### config.mk
export PLATFORM = sky130hd
export DESIGN_NAME = fifo_mutex_grant_queue_flat
export DESIGN_NICKNAME = d
export VERILOG_FILES = /design/src/rtl/gq_pkg.sv /design/src/rtl/gq_if.sv /design/src/rtl/fifo_mutex_grant_queue.sv /design/src/rtl/gq_ctrl.sv /design/src/rtl/gq_dpath.sv /design/src/flat_wrapper.sv
export VERILOG_INCLUDE_DIRS = /design/src /design/src/rtl
export SDC_FILE = /design/constraint.sdc
export NUM_CORES = 1
export LEC_CHECK = 0
export BUFFER_PORTS_ARGS = -buffer_cell sky130_fd_sc_hd__buf_2
export CAP_MARGIN = 40
export CORE_MARGIN = 2
export CORE_UTILIZATION = 50
export DETAILED_ROUTE_END_ITERATION = 8
export GPL_TIMING_DRIVEN = 0
export PLACE_DENSITY = 0.67
export SETUP_SLACK_MARGIN = 0.5
export SYNTH_ARGS = -nofsm -noshare
export SYNTH_HDL_FRONTEND = slang
export SYNTH_SLANG_ARGS = --single-unit
### constraint.sdc
create_clock -name clk -period 5.6 [get_ports clk]
set_clock_uncertainty 0.05 [all_clocks]
set_input_delay 0.84 -clock clk [delete_from_list [all_inputs] [get_ports clk]]
set_output_delay 0.84 -clock clk [all_outputs]
set_load 0.01 [all_outputs]
### src/rtl/assert_macros.svh
// Assertion helpers shared by the grant queue modules.
// GQ_ASSERT is checked out of reset; GQ_ASSERT_NR is checked during reset too.
`ifndef ASSERT_MACROS_SVH
`define ASSERT_MACROS_SVH

`define GQ_ASSERT(lbl, prop, msg) \
    lbl: assert property (@(posedge clk) disable iff (!rst_n) prop) else $error(msg);

`define GQ_ASSERT_NR(lbl, prop, msg) \
    lbl: assert property (@(posedge clk) prop) else $error(msg);

`endif

### src/rtl/gq_pkg.sv
`default_nettype none

package gq_pkg;

    localparam int QUEUE_DEPTH = 16;
    localparam int ID_BITS     = 8;
    localparam int CNT_W       = $clog2(QUEUE_DEPTH + 1);

    typedef enum logic [1:0] {
        OP_REQUEST = 2'd0,
        OP_RELEASE = 2'd1,
        OP_CONFIRM = 2'd2
    } op_t;

    typedef enum logic [1:0] {
        STAT_OK         = 2'd0,
        STAT_FULL       = 2'd1,
        STAT_NOT_QUEUED = 2'd2
    } status_t;

    typedef enum logic {
        CTL_EMPTY = 1'b0,
        CTL_HOLD  = 1'b1
    } ctl_state_t;

    typedef struct packed {
        logic exec;
    } ctl_cmd_t;

    typedef struct packed {
        logic empty;
        logic full;
    } dp_stat_t;

endpackage

`default_nettype wire

### src/rtl/gq_if.sv
`default_nettype none

interface gq_req_if;
    import gq_pkg::*;

    logic               valid;
    logic               ready;
    logic [1:0]         op;
    logic [ID_BITS-1:0] requester_id;

    modport source (output valid, output op, output requester_id, input ready);
    modport sink   (input valid, input op, input requester_id, output ready);
endinterface

interface gq_res_if;
    import gq_pkg::*;

    logic               valid;
    logic               ready;
    logic               grant;
    logic [ID_BITS-1:0] granted_id;
    logic [1:0]         status;
    logic [CNT_W-1:0]   queue_count;

    modport source (output valid, output grant, output granted_id, output status,
                    output queue_count, input ready);
    modport sink   (input valid, input grant, input granted_id, input status,
                    input queue_count, output ready);
endinterface

`default_nettype wire

### src/rtl/fifo_mutex_grant_queue.sv
// Latency: a request's result is registered and offered the cycle after it is accepted.
// Throughput: one request per cycle while results are taken; queue match, removal and
// compaction happen in the accept cycle; a waiting result is taken as the next request enters.
// Reset: rst_n asynchronous, active low; empties the queue and the result register.
// Queue entries are not cleared; the fill count marks which are live.
`default_nettype none

module fifo_mutex_grant_queue (
    input  wire logic clk,
    input  wire logic rst_n,
    gq_req_if.sink    req,
    gq_res_if.source  res
);
    import gq_pkg::*;

    ctl_cmd_t cmd;
    dp_stat_t stat;

    gq_ctrl u_ctrl (
        .clk       (clk),
        .rst_n     (rst_n),
        .in_valid  (req.valid),
        .in_ready  (req.ready),
        .out_valid (res.valid),
        .out_ready (res.ready),
        .cmd       (cmd),
        .stat      (stat)
    );

    gq_dpath u_dpath (
        .clk          (clk),
        .rst_n        (rst_n),
        .cmd          (cmd),
        .stat         (stat),
        .op           (req.op),
        .requester_id (req.requester_id),
        .grant        (res.grant),
        .granted_id   (res.granted_id),
        .status       (res.status),
        .queue_count  (res.queue_count)
    );

endmodule

`default_nettype wire

### src/rtl/gq_ctrl.sv
`default_nettype none
`include "assert_macros.svh"

module gq_ctrl (
    input  wire logic             clk,
    input  wire logic             rst_n,
    input  wire logic             in_valid,
    output logic                  in_ready,
    output logic                  out_valid,
    input  wire logic             out_ready,
    output gq_pkg::ctl_cmd_t      cmd,
    input  wire gq_pkg::dp_stat_t stat
);
    import gq_pkg::*;

    ctl_state_t state_reg;
    ctl_state_t state_next;

    always_ff @(posedge clk or negedge rst_n)
    begin
        if (!rst_n)
        begin
            state_reg <= CTL_EMPTY;
        end
        else
        begin
            state_reg <= state_next;
        end
    end

    // result register frees up in the same cycle it is taken
    always_comb
    begin
        state_next = state_reg;
        in_ready   = 1'b0;
        out_valid  = 1'b0;
        cmd.exec   = 1'b0;
        case (state_reg)
            CTL_EMPTY:
            begin
                in_ready = 1'b1;
                cmd.exec = in_valid;
                if (in_valid)
                begin
                    state_next = CTL_HOLD;
                end
            end
            CTL_HOLD:
            begin
                out_valid = 1'b1;
                in_ready  = out_ready;
                cmd.exec  = in_valid && out_ready;
                if (out_ready && !in_valid)
                begin
                    state_next = CTL_EMPTY;
                end
            end
            default:
            begin
                state_next = CTL_EMPTY;
            end
        endcase
    end

    `GQ_ASSERT(a_no_overwrite, (out_valid && !out_ready) |-> !cmd.exec, "result overwritten")
    `GQ_ASSERT(a_exec_shows, cmd.exec |=> out_valid, "executed request gives no result")
    `GQ_ASSERT(a_stat_sane, !(stat.empty && stat.full), "queue both empty and full")
    `GQ_ASSERT_NR(a_rst_idle, !rst_n |-> !out_valid, "result valid in reset")

endmodule

`default_nettype wire

### src/rtl/gq_dpath.sv
`default_nettype none
`include "assert_macros.svh"

module gq_dpath (
    input  wire logic                        clk,
    input  wire logic                        rst_n,
    input  wire gq_pkg::ctl_cmd_t            cmd,
    output gq_pkg::dp_stat_t                 stat,
    input  wire logic [1:0]                  op,
    input  wire logic [gq_pkg::ID_BITS-1:0]  requester_id,
    output logic                             grant,
    output logic [gq_pkg::ID_BITS-1:0]       granted_id,
    output logic [1:0]                       status,
    output logic [gq_pkg::CNT_W-1:0]         queue_count
);
    import gq_pkg::*;

    // queue entries, index 0 is the lock holder
    logic [ID_BITS-1:0] q_reg  [QUEUE_DEPTH];
    logic [ID_BITS-1:0] q_next [QUEUE_DEPTH];
    logic [CNT_W-1:0]   count_reg;
    logic [CNT_W-1:0]   count_next;

    logic               res_grant_reg;
    logic [ID_BITS-1:0] res_id_reg;
    status_t            res_status_reg;
    logic [CNT_W-1:0]   res_count_reg;

    logic               res_grant_next;
    logic [ID_BITS-1:0] res_id_next;
    status_t            res_status_next;

    logic [QUEUE_DEPTH-1:0] match;
    logic [QUEUE_DEPTH-1:0] shift;

    always_comb
    begin
        for (int i = 0; i < QUEUE_DEPTH; i++)
        begin
            match[i] = (CNT_W'(i) < count_reg) && (q_reg[i] == requester_id);
        end
        // entries at or behind the first match move up one place on removal
        for (int i = 0; i < QUEUE_DEPTH; i++)
        begin
            shift[i] = 1'b0;
            for (int j = 0; j <= i; j++)
            begin
                shift[i] = shift[i] | match[j];
            end
        end
    end

    always_comb
    begin
        for (int i = 0; i < QUEUE_DEPTH; i++)
        begin
            q_next[i] = q_reg[i];
        end
        count_next      = count_reg;
        res_grant_next  = 1'b0;
        res_id_next     = '0;
        res_status_next = STAT_OK;
        case (op)
            OP_REQUEST:
            begin
                if (count_reg == CNT_W'(QUEUE_DEPTH))
                begin
                    res_status_next = STAT_FULL;
                end
                else
                begin
                    for (int i = 0; i < QUEUE_DEPTH; i++)
                    begin
                        if (CNT_W'(i) == count_reg)
                        begin
                            q_next[i] = requester_id;
                        end
                    end
                    count_next = count_reg + CNT_W'(1);
                    if (count_reg == '0)
                    begin
                        res_grant_next = 1'b1;
                        res_id_next    = requester_id;
                    end
                end
            end
            OP_RELEASE:
            begin
                if (|match)
                begin
                    for (int i = 0; i < QUEUE_DEPTH - 1; i++)
                    begin
                        if (shift[i])
                        begin
                            q_next[i] = q_reg[i+1];
                        end
                    end
                    count_next = count_reg - CNT_W'(1);
                    if (match[0] && (count_reg > CNT_W'(1)))
                    begin
                        res_grant_next = 1'b1;
                        res_id_next    = q_reg[1];
                    end
                end
                else
                begin
                    res_status_next = STAT_NOT_QUEUED;
                end
            end
            OP_CONFIRM:
            begin
                if (match[0])
                begin
                    res_grant_next = 1'b1;
                    res_id_next    = requester_id;
                end
            end
            default:
            begin
            end
        endcase
    end

    always_ff @(posedge clk or negedge rst_n)
    begin
        if (!rst_n)
        begin
            count_reg <= '0;
        end
        else if (cmd.exec)
        begin
            count_reg <= count_next;
        end
    end

    always_ff @(posedge clk)
    begin
        if (cmd.exec)
        begin
            for (int i = 0; i < QUEUE_DEPTH; i++)
            begin
                q_reg[i] <= q_next[i];
            end
            res_grant_reg  <= res_grant_next;
            res_id_reg     <= res_id_next;
            res_status_reg <= res_status_next;
            res_count_reg  <= count_next;
        end
    end

    assign stat.empty  = (count_reg == '0);
    assign stat.full   = (count_reg == CNT_W'(QUEUE_DEPTH));
    assign grant       = res_grant_reg;
    assign granted_id  = res_id_reg;
    assign status      = res_status_reg;
    assign queue_count = res_count_reg;

    `GQ_ASSERT(a_count_range, count_reg <= CNT_W'(QUEUE_DEPTH), "count beyond depth")
    `GQ_ASSERT(a_full_refused, (cmd.exec && stat.full && op == OP_REQUEST) |=> (count_reg == $past(count_reg)), "full queue took a request")
    `GQ_ASSERT(a_count_shown, cmd.exec |=> (res_count_reg == count_reg), "reported count differs from queue")

endmodule

`default_nettype wire

### src/flat_wrapper.sv
// flat-port wrapper written by rule: the top's interface ports become plain ports
module fifo_mutex_grant_queue_flat import gq_pkg::*;
  (clk, rst_n, req_valid, req_op, req_requester_id, req_ready, res_valid, res_grant, res_granted_id, res_status, res_queue_count, res_ready);
  gq_req_if req_i ();
  gq_res_if res_i ();
  input  wire logic clk;
  input  wire logic rst_n;
  input wire logic [$bits(req_i.valid)-1:0] req_valid;
  input wire logic [$bits(req_i.op)-1:0] req_op;
  input wire logic [$bits(req_i.requester_id)-1:0] req_requester_id;
  output wire logic [$bits(req_i.ready)-1:0] req_ready;
  output wire logic [$bits(res_i.valid)-1:0] res_valid;
  output wire logic [$bits(res_i.grant)-1:0] res_grant;
  output wire logic [$bits(res_i.granted_id)-1:0] res_granted_id;
  output wire logic [$bits(res_i.status)-1:0] res_status;
  output wire logic [$bits(res_i.queue_count)-1:0] res_queue_count;
  input wire logic [$bits(res_i.ready)-1:0] res_ready;
  assign req_i.valid = req_valid;
  assign req_i.op = req_op;
  assign req_i.requester_id = req_requester_id;
  assign req_ready = req_i.ready;
  assign res_valid = res_i.valid;
  assign res_grant = res_i.grant;
  assign res_granted_id = res_i.granted_id;
  assign res_status = res_i.status;
  assign res_queue_count = res_i.queue_count;
  assign res_i.ready = res_ready;
  fifo_mutex_grant_queue u_core (.clk(clk), .rst_n(rst_n), .req(req_i), .res(res_i));
endmodule
==> results.cfg <==
[floorplan]
ios = 32
fp.coreArea_um2 = 15940
start_util = 0.5125
die_w_um = 131.8
die_h_um = 131.8
die_area_um2 = 17380
fp-row-count = 46

[synth]
syn_nets = 695
synth.avg_cell_area_um2 = 12.09
netlist_instances = 676
ys.flop_type = edfxtp_1
synth_area_leaders = edfxtp_1 53%, a21o_1 11%, xnor2_1 8.1%
synth-edff-count = 144
synth_top_cell_area_share = 0.5292
synthArstFlopShare = 0.04000
synth_area_um2 = 8170
ys_ff_latch = 150
ys_seq_area_frac = 0.5476
synth_top_area_cell = edfxtp_1
synth_warnings = 0
ys_types = 56

[placed_design]
place_area_um2 = 8666
place_congestion = 0.9992
io_buffer_count = 31
dp_hpwl_mm = 16.76

[setup_path]
cp-end-kind = register
crit_fanout = 10
startpoint_type = input pin
cp_data_required_time_ns = 5.69
criticalPathCategory = input pin to register
arrival_ns = 4.55

[cells_and_area]
multiInputGateArea_um2 = 3397
design_area_um2 = 9274
regArea_um2 = 4474
fill_cells = 1323
syn2layout_area_growth_pct = 13.51
nNetsFinal = 760
drive_above_1_share = 0.1472
largest_register_ffs = 128
post-route-util = 0.5817

[run_status]
status = complete, no violations

[global_routing]
grt_use_total = 0.2804
grt_pass1_vias = 6072
grt_max_degree = 22
overflow = 0
antenna_found_initial = 1
grt_pass1_wl_mm = 36.26

[power]
seqPwrFrac = 0.419
p_per_area_nw_per_um2 = 349.7
swShare = 0.3032
comb_power_share = 0.218
ir_drop_mv = 0.2459
p_switching_uw = 983.3
internal-power_uw = 2260
p_clk_frac = 0.363
power.leakage_uw = 0.003791

[cts]
insertion_delay_ns = 0.44
cts_root_buffer = clkbuf_16
cts.clk_slew.worst_paths_ns = 0.06
postCtsResizedCells = 0
post_cts.repair.setup_buffers = 0
holdBufCountCts = 0
cts_sinks = 150
cts_tree = done
clk_path_buf_depth = 2
htreeDepth = 4
cts-buffers-inserted = 17

[sta]
fmax_mhz = 224.5
finalHoldViolCount = 0
period_share = 0.7954
fin_setup_tns_ns = 0
min_period_ns = 4.454
setup_violations = 0
tightest_slew_ns = 0.8750
rsz0062_at_grt = no
maxSlewViolCount = 0
slew_headroom = 0.4167

[route]
routed_wl_mm = 23.82
wire_per_inst_um = 24.53
drc_errors = 0
antenna_left = 0
drt-initial-drc-count = 727
vias = 6136
dr.pass1.iters = 6
vias_per_cell = 6.319

[run]
maxCapViolations = 0

[worst_hold_path]
min_path_type = input pin to asynchronous set/reset pin
metrics by stage:
stage | setup slack (ns) | hold WS [ns] | power [uW] | std cells
after CTS | 1.072 | 0.1627 | 3229 | 969
after global routing | 1.059 | 0.1685 | 3351 | 970
after global placement | 0.4904 | 0.4569 | 2040 | 923
after floorplan | 1.898 | 0.4924 | 1836 | 676
final | 1.146 | 0.1732 | 3243 | 971
after detailed placement | 0.6369 | 0.4690 | 2056 | 937
critical path, cell delays in order:
cell and delay [ns]:
buf_2 0.09, buf_2 0.37, buf_2 0.47, xnor2_1 0.17, nand3_1 0.11, o41ai_1 0.67
nor2_1 0.13, nor4b_4 0.17, a21o_1 0.28, buf_4 0.21, nor3_1 0.71, buf_2 0.31
per-layer routing:
layer	global-route usage	part of all wire
met1	0.3672	0.41
met2	0.4244	0.45
met3	0.09304	0.11
met4	0.1286	0.035
met5	0	0
area by class of cell:
type | count | area share
antenna | 1 | 0.0002698
clock inverter | 15 | 0.01889
sequential | 150 | 0.4825
clock buffer | 17 | 0.04587
tap | 216 | 0.02914
buffer | 61 | 0.02982
multi-input combinational | 459 | 0.3663
timing repair buffer | 46 | 0.02482
inverter | 6 | 0.002428
cells by family after synthesis:
kind of cell / count (synthesis) / share of synthesized area
mux: 2 / 0.002450
buf+inv: 67 / 0.03660
simple gates: 125 / 0.08821
xor+xnor: 131 / 0.1404
flops: 150 / 0.5476
fa+ha+maj: 5 / 0.007657
compound gates: 196 / 0.1770
power by group through the flow:
stage / registers (uW) / logic, uW / clock network, uW
3_5_place_dp: 1380 / 677 / 0
6_report: 1360 / 707 / 1180
4_1_cts: 1360 / 683 / 1190
5_1_grt: 1360 / 756 / 1230
3_3_place_gp: 1380 / 662 / 0
2_1_floorplan: 1370 / 462 / 0
Yosys cell counts (2+ instances only):
cell type / number
a211oi_1: 10
a21o_1: 125
a21oi_1: 17
a22o_1: 8
a31oi_1: 7
and2_1: 12
and3_1: 2
buf_1: 5
buf_2: 17
buf_4: 3
buf_6: 2
clkbuf_1: 34
dfrtp_1: 6
edfxtp_1: 144
ha_1: 5
inv_1: 6
mux2i_1: 2
nand2_1: 11
nand2b_1: 8
nand3_1: 11
nand4_1: 17
nor2_1: 21
nor2b_1: 8
nor3_1: 9
nor3b_1: 2
nor4_1: 10
o211ai_1: 5
o21ai_0: 4
o311ai_1: 2
o31ai_1: 4
or2_2: 4
or3_4: 2
xnor2_1: 76
xor2_1: 55
cells in the final DEF, fill, tap and decap left out, types with 11 or more instances in the layout:
cell type,count
xor2_1,55
nand4_1,17
and2_1,12
xnor2_1,76
clkbuf_1,34
edfxtp_1,144
nand3_1,11
clkbuf_16,17
a21oi_1,17
nor2_1,21
a21o_1,125
nand2_1,11
buf_2,63
final timing paths:
kind / from / end / slack [ns] / cells past startpoint
min in group clk: u_core.u_ctrl.state_reg / u_core.u_ctrl.state_reg / 0.48 / 2
worst max-delay path: req_requester_id[2] / u_core.u_dpath.q_reg[0][50] / 1.15 / 12
worst max register to register: u_core.u_dpath.count_reg[1] / u_core.u_dpath.q_reg[0][50] / 1.55 / 11
worst min-delay path: rst_n / u_core.u_dpath.count_reg[3] / 0.17 / 1
worst min register to register: u_core.u_ctrl.state_reg / u_core.u_ctrl.state_reg / 0.48 / 2
max in group asynchronous: rst_n / u_core.u_dpath.count_reg[1] / 5.18 / 1
No activity file was read; power rests on OpenSTA's default activity.
